--- src/rtl/core/lac_pkg.sv ---
// Package: constants, types and helpers of the arena cache controller.
`timescale 1ns / 1ps
package lac_pkg;

  localparam int ENTRIES      = 32;
  localparam int IDX_W        = $clog2(ENTRIES);
  localparam int CNT_W        = $clog2(ENTRIES + 1);
  localparam int BUDGET_BYTES = 4096;

  localparam int KEY_W  = 25;
  localparam int SRC_W  = 32;
  localparam int NEED_W = 16;
  localparam int OFF_W  = 12;
  localparam int SIZE_W = 13;
  localparam int AGE_W  = 16;
  localparam int FILL_W = 13;
  localparam int TOT_W  = 32;
  localparam int SUM_W  = NEED_W + 1;

  localparam logic [AGE_W-1:0] OLDEST_START = 16'hFFFF;

  typedef enum logic [1:0] {
    ST_HIT    = 2'd0,
    ST_LOAD   = 2'd1,
    ST_REJECT = 2'd2
  } status_e;

  typedef struct packed {
    logic [KEY_W-1:0]  key;
    logic [OFF_W-1:0]  off;
    logic [SIZE_W-1:0] size;
    logic [AGE_W-1:0]  age;
  } entry_t;

  typedef struct packed {
    logic             wr_key;
    logic             wr_off;
    logic             wr_size;
    logic             wr_age;
    logic             set_valid;
    logic             clr_valid;
    logic             clr_all;
    logic [IDX_W-1:0] idx;
    entry_t           data;
  } store_wr_t;

  typedef struct packed {
    status_e           status;
    logic [IDX_W-1:0]  slot;
    logic [OFF_W-1:0]  entry_offset;
    logic [SIZE_W-1:0] entry_bytes;
    logic [SRC_W-1:0]  fetch_source;
    logic              compacted;
    logic              cleared;
    logic [FILL_W-1:0] arena_used;
    logic [TOT_W-1:0]  hit_total;
    logic [TOT_W-1:0]  miss_total;
    logic [TOT_W-1:0]  evict_total;
  } rsp_t;

  // True when need more bytes still fit behind fill.
  function automatic logic fits_fn(input logic [FILL_W-1:0] fill,
                                   input logic [NEED_W-1:0] need);
    logic [SUM_W-1:0] sum;
    sum = SUM_W'(fill) + SUM_W'(need);
    return sum <= SUM_W'(BUDGET_BYTES);
  endfunction

endpackage

--- src/rtl/core/lac_if.sv ---
// Request and response channel interfaces.
`timescale 1ns / 1ps
interface lac_req_if;
  logic                       valid;
  logic                       ready;
  logic [lac_pkg::KEY_W-1:0]  key;
  logic [lac_pkg::SRC_W-1:0]  source_offset;
  logic [lac_pkg::NEED_W-1:0] byte_count;

  modport source (output valid, key, source_offset, byte_count, input ready);
  modport sink (input valid, key, source_offset, byte_count, output ready);
endinterface

interface lac_rsp_if;
  logic                       valid;
  logic                       ready;
  logic [1:0]                 status;
  logic [lac_pkg::IDX_W-1:0]  slot;
  logic [lac_pkg::OFF_W-1:0]  entry_offset;
  logic [lac_pkg::SIZE_W-1:0] entry_bytes;
  logic [lac_pkg::SRC_W-1:0]  fetch_source;
  logic                       compacted;
  logic                       cleared;
  logic [lac_pkg::FILL_W-1:0] arena_used;
  logic [lac_pkg::TOT_W-1:0]  hit_total;
  logic [lac_pkg::TOT_W-1:0]  miss_total;
  logic [lac_pkg::TOT_W-1:0]  evict_total;

  modport source (output valid, status, slot, entry_offset, entry_bytes, fetch_source,
                  compacted, cleared, arena_used, hit_total, miss_total, evict_total,
                  input ready);
  modport sink (input valid, status, slot, entry_offset, entry_bytes, fetch_source,
                compacted, cleared, arena_used, hit_total, miss_total, evict_total,
                output ready);
endinterface

--- src/rtl/core/lru_arena_cache_controller.sv ---
// Top level of the fully associative LRU cache controller with a byte arena.
`timescale 1ns / 1ps
// Takes one request at a time: a request is accepted only while the
// sequencer is idle, and the result sits in an output register, so the next
// request can enter while that result still waits. Each request first scans
// all 32 slots, one per cycle, through a single read port of the entry
// table. A load into a free slot then takes a fit check and a commit.
// Evicting to free a slot takes a full age scan plus the invalidate; each
// eviction that makes room in the arena takes another fit check, the age
// scan and the invalidate, and each repack of the live entries is another
// full table scan. The arena is a bump allocator: offsets only grow until
// entries are evicted and the live ones are repacked in slot order, or the
// table is cleared outright when nothing is left to evict. Hit, miss and
// eviction totals wrap at 32 bits.
module lru_arena_cache_controller (
  input logic     clk_i,
  input logic     rst_ni,
  lac_req_if.sink   req_i,
  lac_rsp_if.source rsp_o
);

  lac_pkg::store_wr_t        wr;
  logic [lac_pkg::IDX_W-1:0] rd_idx;
  lac_pkg::entry_t           rd_entry;
  logic                      rd_valid;
  lac_pkg::rsp_t             rsp;
  logic                      req_ready;
  logic                      rsp_valid;

  // Entry table; one write and one read a cycle.
  lac_store u_store (
    .clk_i      (clk_i),
    .rst_ni     (rst_ni),
    .wr_i       (wr),
    .rd_idx_i   (rd_idx),
    .rd_entry_o (rd_entry),
    .rd_valid_o (rd_valid)
  );

  // Lookup, eviction, repack and allocation sequencer.
  lac_seq u_seq (
    .clk_i       (clk_i),
    .rst_ni      (rst_ni),
    .req_valid_i (req_i.valid),
    .req_ready_o (req_ready),
    .req_key_i   (req_i.key),
    .req_src_i   (req_i.source_offset),
    .req_need_i  (req_i.byte_count),
    .rsp_valid_o (rsp_valid),
    .rsp_ready_i (rsp_o.ready),
    .rsp_o       (rsp),
    .wr_o        (wr),
    .rd_idx_o    (rd_idx),
    .rd_entry_i  (rd_entry),
    .rd_valid_i  (rd_valid)
  );

  assign req_i.ready        = req_ready;
  assign rsp_o.valid        = rsp_valid;
  assign rsp_o.status       = rsp.status;
  assign rsp_o.slot         = rsp.slot;
  assign rsp_o.entry_offset = rsp.entry_offset;
  assign rsp_o.entry_bytes  = rsp.entry_bytes;
  assign rsp_o.fetch_source = rsp.fetch_source;
  assign rsp_o.compacted    = rsp.compacted;
  assign rsp_o.cleared      = rsp.cleared;
  assign rsp_o.arena_used   = rsp.arena_used;
  assign rsp_o.hit_total    = rsp.hit_total;
  assign rsp_o.miss_total   = rsp.miss_total;
  assign rsp_o.evict_total  = rsp.evict_total;

endmodule

--- src/rtl/core/lac_store.sv ---
// Entry table: key, offset, size and age per slot, with valid bits.
`timescale 1ns / 1ps
module lac_store (
  input  logic                      clk_i,
  input  logic                      rst_ni,
  input  lac_pkg::store_wr_t        wr_i,
  input  logic [lac_pkg::IDX_W-1:0] rd_idx_i,
  output lac_pkg::entry_t           rd_entry_o,
  output logic                      rd_valid_o
);

  lac_pkg::entry_t                entry_q [lac_pkg::ENTRIES];
  logic [lac_pkg::ENTRIES-1:0]    valid_q;

  always_ff @(posedge clk_i) begin
    if (wr_i.wr_key)  entry_q[wr_i.idx].key  <= wr_i.data.key;
    if (wr_i.wr_off)  entry_q[wr_i.idx].off  <= wr_i.data.off;
    if (wr_i.wr_size) entry_q[wr_i.idx].size <= wr_i.data.size;
    if (wr_i.wr_age)  entry_q[wr_i.idx].age  <= wr_i.data.age;
  end

  always_ff @(posedge clk_i or negedge rst_ni) begin
    if (!rst_ni) begin
      valid_q <= '0;
    end else if (wr_i.clr_all) begin
      valid_q <= '0;
    end else if (wr_i.set_valid) begin
      valid_q[wr_i.idx] <= 1'b1;
    end else if (wr_i.clr_valid) begin
      valid_q[wr_i.idx] <= 1'b0;
    end
  end

  assign rd_entry_o = entry_q[rd_idx_i];
  assign rd_valid_o = valid_q[rd_idx_i];

endmodule

--- src/rtl/core/lac_seq.sv ---
// Sequencer: scans the table one slot a cycle for lookup, eviction and repacking.
`timescale 1ns / 1ps
module lac_seq (
  input  logic                       clk_i,
  input  logic                       rst_ni,
  input  logic                       req_valid_i,
  output logic                       req_ready_o,
  input  logic [lac_pkg::KEY_W-1:0]  req_key_i,
  input  logic [lac_pkg::SRC_W-1:0]  req_src_i,
  input  logic [lac_pkg::NEED_W-1:0] req_need_i,
  output logic                       rsp_valid_o,
  input  logic                       rsp_ready_i,
  output lac_pkg::rsp_t              rsp_o,
  output lac_pkg::store_wr_t         wr_o,
  output logic [lac_pkg::IDX_W-1:0]  rd_idx_o,
  input  lac_pkg::entry_t            rd_entry_i,
  input  logic                       rd_valid_i
);

  typedef enum logic [7:0] {
    S_IDLE   = 8'b0000_0001,
    S_LOOK   = 8'b0000_0010,
    S_EVSCAN = 8'b0000_0100,
    S_EVDONE = 8'b0000_1000,
    S_FIT    = 8'b0001_0000,
    S_PACK   = 8'b0010_0000,
    S_COMMIT = 8'b0100_0000,
    S_FINISH = 8'b1000_0000
  } state_e;

  state_e                       state_q, state_d;
  logic [lac_pkg::IDX_W-1:0]    idx_q, idx_d;
  logic [lac_pkg::KEY_W-1:0]    key_q, key_d;
  logic [lac_pkg::SRC_W-1:0]    src_q, src_d;
  logic [lac_pkg::NEED_W-1:0]   need_q, need_d;
  logic                         hit_q, hit_d;
  logic                         free_q, free_d;
  logic [lac_pkg::IDX_W-1:0]    free_idx_q, free_idx_d;
  logic [lac_pkg::IDX_W-1:0]    slot_q, slot_d;
  logic [lac_pkg::AGE_W-1:0]    best_q, best_d;
  logic [lac_pkg::IDX_W-1:0]    pick_q, pick_d;
  logic                         for_slot_q, for_slot_d;
  logic [lac_pkg::FILL_W-1:0]   pos_q, pos_d;
  logic [lac_pkg::CNT_W-1:0]    live_q, live_d;
  logic [lac_pkg::FILL_W-1:0]   fill_q, fill_d;
  logic [lac_pkg::AGE_W-1:0]    age_clk_q, age_clk_d;
  logic [lac_pkg::TOT_W-1:0]    hits_q, hits_d;
  logic [lac_pkg::TOT_W-1:0]    misses_q, misses_d;
  logic [lac_pkg::TOT_W-1:0]    evicts_q, evicts_d;
  lac_pkg::status_e             res_status_q, res_status_d;
  logic [lac_pkg::OFF_W-1:0]    res_off_q, res_off_d;
  logic [lac_pkg::SIZE_W-1:0]   res_bytes_q, res_bytes_d;
  logic                         packed_q, packed_d;
  logic                         wiped_q, wiped_d;
  logic                         out_v_q, out_v_d;
  lac_pkg::rsp_t                out_q, out_d;

  logic                         last;
  logic                         match;
  logic                         hit_now;
  logic                         free_now;
  logic [lac_pkg::IDX_W-1:0]    hit_idx;
  logic [lac_pkg::IDX_W-1:0]    free_now_idx;
  logic [lac_pkg::FILL_W-1:0]   fill_now;
  logic [lac_pkg::FILL_W-1:0]   pos_now;
  logic                         bad_size;

  assign last     = (idx_q == lac_pkg::IDX_W'(lac_pkg::ENTRIES - 1));
  assign match    = rd_valid_i && (rd_entry_i.key == key_q);
  assign bad_size = (need_q == '0) || (need_q > lac_pkg::NEED_W'(lac_pkg::BUDGET_BYTES));
  assign rd_idx_o = idx_q;

  always_comb begin
    state_d      = state_q;
    idx_d        = idx_q;
    key_d        = key_q;
    src_d        = src_q;
    need_d       = need_q;
    hit_d        = hit_q;
    free_d       = free_q;
    free_idx_d   = free_idx_q;
    slot_d       = slot_q;
    best_d       = best_q;
    pick_d       = pick_q;
    for_slot_d   = for_slot_q;
    pos_d        = pos_q;
    live_d       = live_q;
    fill_d       = fill_q;
    age_clk_d    = age_clk_q;
    hits_d       = hits_q;
    misses_d     = misses_q;
    evicts_d     = evicts_q;
    res_status_d = res_status_q;
    res_off_d    = res_off_q;
    res_bytes_d  = res_bytes_q;
    packed_d     = packed_q;
    wiped_d      = wiped_q;
    out_v_d      = out_v_q;
    out_d        = out_q;
    wr_o         = '0;
    req_ready_o  = 1'b0;
    hit_now      = hit_q || match;
    hit_idx      = hit_q ? slot_q : idx_q;
    free_now     = free_q || !rd_valid_i;
    free_now_idx = free_q ? free_idx_q : idx_q;
    fill_now     = fill_q;
    pos_now      = pos_q + lac_pkg::FILL_W'(rd_entry_i.size);

    if (out_v_q && rsp_ready_i) out_v_d = 1'b0;

    unique case (state_q)
      S_IDLE: begin
        req_ready_o = 1'b1;
        if (req_valid_i) begin
          key_d    = req_key_i;
          src_d    = req_src_i;
          need_d   = req_need_i;
          idx_d    = '0;
          hit_d    = 1'b0;
          free_d   = 1'b0;
          packed_d = 1'b0;
          wiped_d  = 1'b0;
          state_d  = S_LOOK;
        end
      end

      S_LOOK: begin
        if (match && !hit_q) begin
          hit_d       = 1'b1;
          slot_d      = idx_q;
          res_off_d   = rd_entry_i.off;
          res_bytes_d = rd_entry_i.size;
        end
        if (!rd_valid_i && !free_q) begin
          free_d     = 1'b1;
          free_idx_d = idx_q;
        end
        idx_d = idx_q + 1'b1;
        if (last) begin
          idx_d = '0;
          if (hit_now) begin
            // Refresh the age of the hit entry.
            hits_d          = hits_q + 1'b1;
            age_clk_d       = age_clk_q + 1'b1;
            wr_o.wr_age     = 1'b1;
            wr_o.idx        = hit_idx;
            wr_o.data.age   = age_clk_d;
            res_status_d    = lac_pkg::ST_HIT;
            state_d         = S_FINISH;
          end else begin
            misses_d = misses_q + 1'b1;
            if (bad_size) begin
              res_status_d = lac_pkg::ST_REJECT;
              slot_d       = '0;
              res_off_d    = '0;
              res_bytes_d  = '0;
              state_d      = S_FINISH;
            end else if (free_now) begin
              slot_d  = free_now_idx;
              state_d = S_FIT;
            end else begin
              for_slot_d = 1'b1;
              best_d     = lac_pkg::OLDEST_START;
              state_d    = S_EVSCAN;
            end
          end
        end
      end

      S_EVSCAN: begin
        // Smallest age wins; ties go to the later slot.
        if (rd_valid_i && (rd_entry_i.age <= best_q)) begin
          best_d = rd_entry_i.age;
          pick_d = idx_q;
        end
        idx_d = idx_q + 1'b1;
        if (last) begin
          idx_d   = '0;
          state_d = S_EVDONE;
        end
      end

      S_EVDONE: begin
        wr_o.clr_valid = 1'b1;
        wr_o.idx       = pick_q;
        evicts_d       = evicts_q + 1'b1;
        live_d         = live_q - 1'b1;
        if (live_q == lac_pkg::CNT_W'(1)) fill_now = '0;
        fill_d = fill_now;
        if (for_slot_q) begin
          for_slot_d = 1'b0;
          slot_d     = pick_q;
          state_d    = S_FIT;
        end else if (!lac_pkg::fits_fn(fill_now, need_q)) begin
          pos_d   = '0;
          state_d = S_PACK;
        end else begin
          state_d = S_FIT;
        end
      end

      S_PACK: begin
        if (rd_valid_i) begin
          wr_o.wr_off   = 1'b1;
          wr_o.idx      = idx_q;
          wr_o.data.off = pos_q[lac_pkg::OFF_W-1:0];
          pos_d         = pos_now;
        end
        idx_d = idx_q + 1'b1;
        if (last) begin
          idx_d    = '0;
          fill_d   = rd_valid_i ? pos_now : pos_q;
          packed_d = 1'b1;
          state_d  = S_FIT;
        end
      end

      S_FIT: begin
        if (lac_pkg::fits_fn(fill_q, need_q)) begin
          state_d = S_COMMIT;
        end else if (live_q == '0) begin
          wr_o.clr_all = 1'b1;
          fill_d       = '0;
          wiped_d      = 1'b1;
          state_d      = S_COMMIT;
        end else begin
          best_d  = lac_pkg::OLDEST_START;
          idx_d   = '0;
          state_d = S_EVSCAN;
        end
      end

      S_COMMIT: begin
        age_clk_d      = age_clk_q + 1'b1;
        wr_o.wr_key    = 1'b1;
        wr_o.wr_off    = 1'b1;
        wr_o.wr_size   = 1'b1;
        wr_o.wr_age    = 1'b1;
        wr_o.set_valid = 1'b1;
        wr_o.idx       = slot_q;
        wr_o.data.key  = key_q;
        wr_o.data.off  = fill_q[lac_pkg::OFF_W-1:0];
        wr_o.data.size = need_q[lac_pkg::SIZE_W-1:0];
        wr_o.data.age  = age_clk_d;
        live_d         = live_q + 1'b1;
        fill_d         = fill_q + need_q[lac_pkg::FILL_W-1:0];
        res_status_d   = lac_pkg::ST_LOAD;
        res_off_d      = fill_q[lac_pkg::OFF_W-1:0];
        res_bytes_d    = need_q[lac_pkg::SIZE_W-1:0];
        state_d        = S_FINISH;
      end

      S_FINISH: begin
        // Load the output register once it is free.
        if (!out_v_q || rsp_ready_i) begin
          out_v_d            = 1'b1;
          out_d.status       = res_status_q;
          out_d.slot         = slot_q;
          out_d.entry_offset = res_off_q;
          out_d.entry_bytes  = res_bytes_q;
          out_d.fetch_source = (res_status_q == lac_pkg::ST_LOAD) ? src_q : '0;
          out_d.compacted    = packed_q;
          out_d.cleared      = wiped_q;
          out_d.arena_used   = fill_q;
          out_d.hit_total    = hits_q;
          out_d.miss_total   = misses_q;
          out_d.evict_total  = evicts_q;
          state_d            = S_IDLE;
        end
      end

      default: state_d = S_IDLE;
    endcase
  end

  always_ff @(posedge clk_i or negedge rst_ni) begin
    if (!rst_ni) begin
      state_q   <= S_IDLE;
      idx_q     <= '0;
      live_q    <= '0;
      fill_q    <= '0;
      age_clk_q <= lac_pkg::AGE_W'(1);
      hits_q    <= '0;
      misses_q  <= '0;
      evicts_q  <= '0;
      out_v_q   <= 1'b0;
    end else begin
      state_q   <= state_d;
      idx_q     <= idx_d;
      live_q    <= live_d;
      fill_q    <= fill_d;
      age_clk_q <= age_clk_d;
      hits_q    <= hits_d;
      misses_q  <= misses_d;
      evicts_q  <= evicts_d;
      out_v_q   <= out_v_d;
    end
  end

  always_ff @(posedge clk_i) begin
    key_q        <= key_d;
    src_q        <= src_d;
    need_q       <= need_d;
    hit_q        <= hit_d;
    free_q       <= free_d;
    free_idx_q   <= free_idx_d;
    slot_q       <= slot_d;
    best_q       <= best_d;
    pick_q       <= pick_d;
    for_slot_q   <= for_slot_d;
    pos_q        <= pos_d;
    res_status_q <= res_status_d;
    res_off_q    <= res_off_d;
    res_bytes_q  <= res_bytes_d;
    packed_q     <= packed_d;
    wiped_q      <= wiped_d;
    out_q        <= out_d;
  end

  assign rsp_valid_o = out_v_q;
  assign rsp_o       = out_q;

endmodule

--- src/flat_wrapper.sv ---
// flat-port wrapper written by rule: the top's interface ports become plain ports
module lru_arena_cache_controller_flat 
  (clk_i, rst_ni, req_i_valid, req_i_key, req_i_source_offset, req_i_byte_count, req_i_ready, rsp_o_valid, rsp_o_status, rsp_o_slot, rsp_o_entry_offset, rsp_o_entry_bytes, rsp_o_fetch_source, rsp_o_compacted, rsp_o_cleared, rsp_o_arena_used, rsp_o_hit_total, rsp_o_miss_total, rsp_o_evict_total, rsp_o_ready);
  lac_req_if req_i_i ();
  lac_rsp_if rsp_o_i ();
  input logic clk_i;
  input logic rst_ni;
  input wire logic [$bits(req_i_i.valid)-1:0] req_i_valid;
  input wire logic [$bits(req_i_i.key)-1:0] req_i_key;
  input wire logic [$bits(req_i_i.source_offset)-1:0] req_i_source_offset;
  input wire logic [$bits(req_i_i.byte_count)-1:0] req_i_byte_count;
  output wire logic [$bits(req_i_i.ready)-1:0] req_i_ready;
  output wire logic [$bits(rsp_o_i.valid)-1:0] rsp_o_valid;
  output wire logic [$bits(rsp_o_i.status)-1:0] rsp_o_status;
  output wire logic [$bits(rsp_o_i.slot)-1:0] rsp_o_slot;
  output wire logic [$bits(rsp_o_i.entry_offset)-1:0] rsp_o_entry_offset;
  output wire logic [$bits(rsp_o_i.entry_bytes)-1:0] rsp_o_entry_bytes;
  output wire logic [$bits(rsp_o_i.fetch_source)-1:0] rsp_o_fetch_source;
  output wire logic [$bits(rsp_o_i.compacted)-1:0] rsp_o_compacted;
  output wire logic [$bits(rsp_o_i.cleared)-1:0] rsp_o_cleared;
  output wire logic [$bits(rsp_o_i.arena_used)-1:0] rsp_o_arena_used;
  output wire logic [$bits(rsp_o_i.hit_total)-1:0] rsp_o_hit_total;
  output wire logic [$bits(rsp_o_i.miss_total)-1:0] rsp_o_miss_total;
  output wire logic [$bits(rsp_o_i.evict_total)-1:0] rsp_o_evict_total;
  input wire logic [$bits(rsp_o_i.ready)-1:0] rsp_o_ready;
  assign req_i_i.valid = req_i_valid;
  assign req_i_i.key = req_i_key;
  assign req_i_i.source_offset = req_i_source_offset;
  assign req_i_i.byte_count = req_i_byte_count;
  assign req_i_ready = req_i_i.ready;
  assign rsp_o_valid = rsp_o_i.valid;
  assign rsp_o_status = rsp_o_i.status;
  assign rsp_o_slot = rsp_o_i.slot;
  assign rsp_o_entry_offset = rsp_o_i.entry_offset;
  assign rsp_o_entry_bytes = rsp_o_i.entry_bytes;
  assign rsp_o_fetch_source = rsp_o_i.fetch_source;
  assign rsp_o_compacted = rsp_o_i.compacted;
  assign rsp_o_cleared = rsp_o_i.cleared;
  assign rsp_o_arena_used = rsp_o_i.arena_used;
  assign rsp_o_hit_total = rsp_o_i.hit_total;
  assign rsp_o_miss_total = rsp_o_i.miss_total;
  assign rsp_o_evict_total = rsp_o_i.evict_total;
  assign rsp_o_i.ready = rsp_o_ready;
  lru_arena_cache_controller u_core (.clk_i(clk_i), .rst_ni(rst_ni), .req_i(req_i_i), .rsp_o(rsp_o_i));
endmodule
--- config.mk ---
export PLATFORM = sky130hd
export DESIGN_NAME = lru_arena_cache_controller_flat
export DESIGN_NICKNAME = d
export VERILOG_FILES = /design/src/rtl/core/lac_pkg.sv /design/src/rtl/core/lac_if.sv /design/src/rtl/core/lru_arena_cache_controller.sv /design/src/rtl/core/lac_store.sv /design/src/rtl/core/lac_seq.sv /design/src/flat_wrapper.sv
export SDC_FILE = /design/constraint.sdc
export NUM_CORES = 2
export LEC_CHECK = 0
export BUFFER_PORTS_ARGS = -buffer_cell sky130_fd_sc_hd__buf_4
export CAP_MARGIN = 20
export CORE_ASPECT_RATIO = 1.2
export CORE_UTILIZATION = 58
export DETAILED_ROUTE_END_ITERATION = 10
export GPL_ROUTABILITY_DRIVEN = 0
export PLACE_DENSITY = 0.75
export RECOVER_POWER = 50
export SLEW_MARGIN = 20
export SYNTH_ARGS = -nofsm -noshare
export SYNTH_HDL_FRONTEND = slang
export SYNTH_SLANG_ARGS = --single-unit
export TNS_END_PERCENT = 100
--- constraint.sdc ---
create_clock -name clk_i -period 11.7 [get_ports clk_i]
set_input_delay 1.17 -clock clk_i [delete_from_list [all_inputs] [get_ports clk_i]]
set_output_delay 1.17 -clock clk_i [all_outputs]
set_load 0.03 [all_outputs]
==> out/summary.txt <==
Top FF cell, synth: edfxtp_1
Sink Count: 2,613
Synth Net Count: 5,375
clk slew on worst S/H paths: 0.06 ns
multi-input logic area: 0.02503 sq mm
RSZ-0062 raised after global routing: false
Die W: 387.5 um
core area: 0.1770 sq mm
DRC viols: 0
post_cts resized: 0
main combinational cell family by area after synthesis: multiplexers
CTS buffer count: 235
Mapped Cells: 5,231
row count: 169
Final ANT Viol Nets: 0
shortest period the worst path allows: 10.16 ns
clk_lat worst skew: 0.90 ns
pin count of the biggest net entering global routing: 112
Nets: 5,771
Routed WL: 258.5 mm
Reg2Reg Depth: 13
YS warnings: 0
Post-Synth Simple-Gate Area: 0.04247
Yosys reg bits: 2,613
CTS Root Cell: clkbuf_16
sequential share of the synthesized area: 0.7500
Overall Power: 22.24 mW
Sum Neg Setup Slack: 0 ns
CP endpoint kind: flip-flop
router iterations before antenna repair: 9
register area: 0.07759 sq mm
skew final: 0.04004 ns
CTS tree: built
crit-path max FO: 47
global-route wire length before repair: 372.5 mm
CP arrival: 10.67 ns
failing checks: capacitance limit, slew limit
# hold bufs at CTS: 0
# port buffers: 253
Reg2Reg Setup Slack: 1.54 ns
Cell Pwr Density: 192.2 mW/mm^2
Yosys cell types: 82
Compound-Gate Fraction of Synth Area: 0.02783
Required @ worst endpoint: 12.21 ns
initial antenna violation count: 9
Syn Area/Cell: 19.77 sq um
P_leak: 38.25 nW
Hold WC Path Type: flip-flop to flip-flop
Peak Freq: 98.42 MHz
WL/cell: 31.73 um
Final period util: 0.8685
share of layout cells above drive strength 1: 0.2165
Initial Util: 0.5844
Vias per Instance: 6.655
I/O Pins: 254
Worst IR Drop VDD: 0.2178 mV
CTS max path bufs: 3
post-detailed-placement half-perimeter wirelength: 147.1 mm
Min-Delay Path Depth: 0
Die Span Y: 464.6 um
FFs w/ async S/R, synth: 0.06774
proportion of synthesized area in mux cells: 0.1437
die area: 0.1800 sq mm
Vias: 54.21k
Post CTS Setup Buffer Count: 0
number of enable flip-flop cells after synthesis: 2,436
fillers: 11.48k
slew margin rel.: -2.005
Startpoint Class: flip-flop
Synth Area in XOR/XNOR: 0.01482
Adder-Cell Fraction of Synth Area: 0.008322
H-tree levels: 4
kind of critical path: flip-flop to flip-flop
Hold Fails Final Rpt: 0
Final Setup Violations: 0
number of global-route vias before repair: 54.29k
Max-cap violations: 26
Slew @ Worst Pin: 4.508 ns
outcome: finished, violations left
final number of max-transition violations: 990
Synth Cell Area: 0.1034 sq mm
total track usage: 0.2885
area grow syn2layout: 11.90%
GRT overflow: 0
DRT iter0 DRCs: 7,354
[layer usage]
metal	share of wire	track usage
met5	0.000062	0
met4	0.041	0.1147
met3	0.10	0.06071
met2	0.49	0.4672
met1	0.37	0.3871
[synth_stat cells (43+ instances only)]
| cell type | number | area, sq um |
|---|---|---|
| edfxtp_1 | 2436 | 73150 |
| mux4_2 | 600 | 13510 |
| nand2_1 | 286 | 1074 |
| nor2_1 | 229 | 859.6 |
| dfrtp_1 | 175 | 4379 |
| mux2i_1 | 127 | 1271 |
| clkbuf_1 | 120 | 450.4 |
| xnor2_1 | 116 | 1016 |
| o21ai_0 | 93 | 465.5 |
| nand3_1 | 92 | 460.4 |
| and2_1 | 88 | 550.5 |
| a21oi_1 | 73 | 365.4 |
| ha_1 | 64 | 800.8 |
| inv_1 | 62 | 232.7 |
| xor2_1 | 59 | 516.8 |
| buf_1 | 50 | 187.7 |
| and3_1 | 44 | 275.3 |
| nor3_1 | 44 | 220.2 |
| buf_2 | 43 | 215.2 |
[path summary, 6_finish.rpt]
| kind | to | from |
|---|---|---|
| min reg2reg | u_core.u_seq.rsp_o[151] | u_core.u_seq.res_bytes_q[8] |
| max reg2reg | u_core.u_store.entry_q[12][23] | u_core.u_seq.rd_idx_o[2] |
| min in group asynchronous | u_core.u_seq.evicts_q[12] | rst_ni |
| max | u_core.u_store.entry_q[12][23] | u_core.u_seq.rd_idx_o[2] |
| min | u_core.u_seq.rsp_o[151] | u_core.u_seq.res_bytes_q[8] |
| max in group asynchronous | u_core.u_seq.rd_idx_o[1] | rst_ni |
[state kept, by name, indices dropped and copies added (netlist names), 6 cells and up]
register and cells:
u_core.u_seq.best_q 16, u_core.u_seq.state_q 8, u_core.u_seq.fill_q 13, u_core.u_seq.pos_q 13, u_core.u_seq.src_q 32, u_core.u_seq.need_q 16
u_core.u_seq.misses_q 32, u_core.u_seq.live_q 6, u_core.u_store.valid_q 32, u_core.u_seq.res_bytes_q 13, u_core.u_seq.rsp_o 175, u_core.u_seq.hits_q 32
u_core.u_store.entry_q 2112, u_core.u_seq.res_off_q 12, u_core.u_seq.age_clk_q 16, u_core.u_seq.evicts_q 32, u_core.u_seq.key_q 25
[cells by family (layout without fill, tap and decap cells)]
kind of cell,count (synthesis),count (layout)
fa+ha+maj,67,67
mux,734,734
compound gates,421,421
buf+inv,301,905
flops,2613,2613
simple gates,920,920
other cells,0,3
xor+xnor,175,175
[critical path, stage by stage, from the launching register on]
cell and delay [ns]:
dfrtp_4 0.64, clkbuf_1 2.80, buf_4 0.95, mux4_2 0.41, a22oi_1 0.22, and4_1 0.26
o22ai_1 0.16, nor4_1 0.37, nand4_2 0.37, o31ai_1 0.49, a221o_1 0.74, nand2_1 0.84
nor2_4 0.76, buf_4 0.60
[layout by cell type (no fill, tap or decap), drive strengths merged, types with 93 or more instances in the layout]
| cell type | synthesis | routed |
|---|---|---|
| nand2 | 286 | 286 |
| edfxtp | 2436 | 2436 |
| clkbuf | 120 | 591 |
| nor2 | 232 | 232 |
| xnor2 | 116 | 116 |
| buf | 116 | 117 |
| dfrtp | 175 | 175 |
| mux4 | 600 | 600 |
| o21ai | 100 | 100 |
| clkinv | 3 | 93 |
| mux2i | 127 | 127 |
[power breakdown]
group          internal (mW)  switching [mW]
sequential              10.2           0.214
combinational           1.84            2.22
clock                   4.35            3.37
[stage by stage]
step / instance area, sq um / hold slack, ns / util / setup slack, ns / std cells
2_1_floorplan: 103400 / 0.4003 / - / 1.983 / 5231
3_3_place_gp: 108700 / 0.4276 / 0.6140 / 3.465 / 7693
3_5_place_dp: 108700 / 0.4398 / 0.6141 / 3.310 / 7693
4_1_cts: 116400 / 0.1864 / 0.6579 / 3.181 / 8138
5_1_grt: 115700 / 0.4333 / 0.6540 / 1.492 / 8144
6_report: 115800 / 0.4512 / 0.6540 / 1.539 / 8146
[final cells by class]
type / count / area share
clock buffers: 313 / 0.05492
well taps: 2308 / 0.02495
flip-flops and latches: 2613 / 0.6704
clock inverters: 132 / 0.01198
repair buffers: 395 / 0.01939
diodes: 3 / 0.00006486
inverters: 65 / 0.002129
multi-input cells: 2317 / 0.2162
Note: power is estimated with default switching activity, not from simulation.
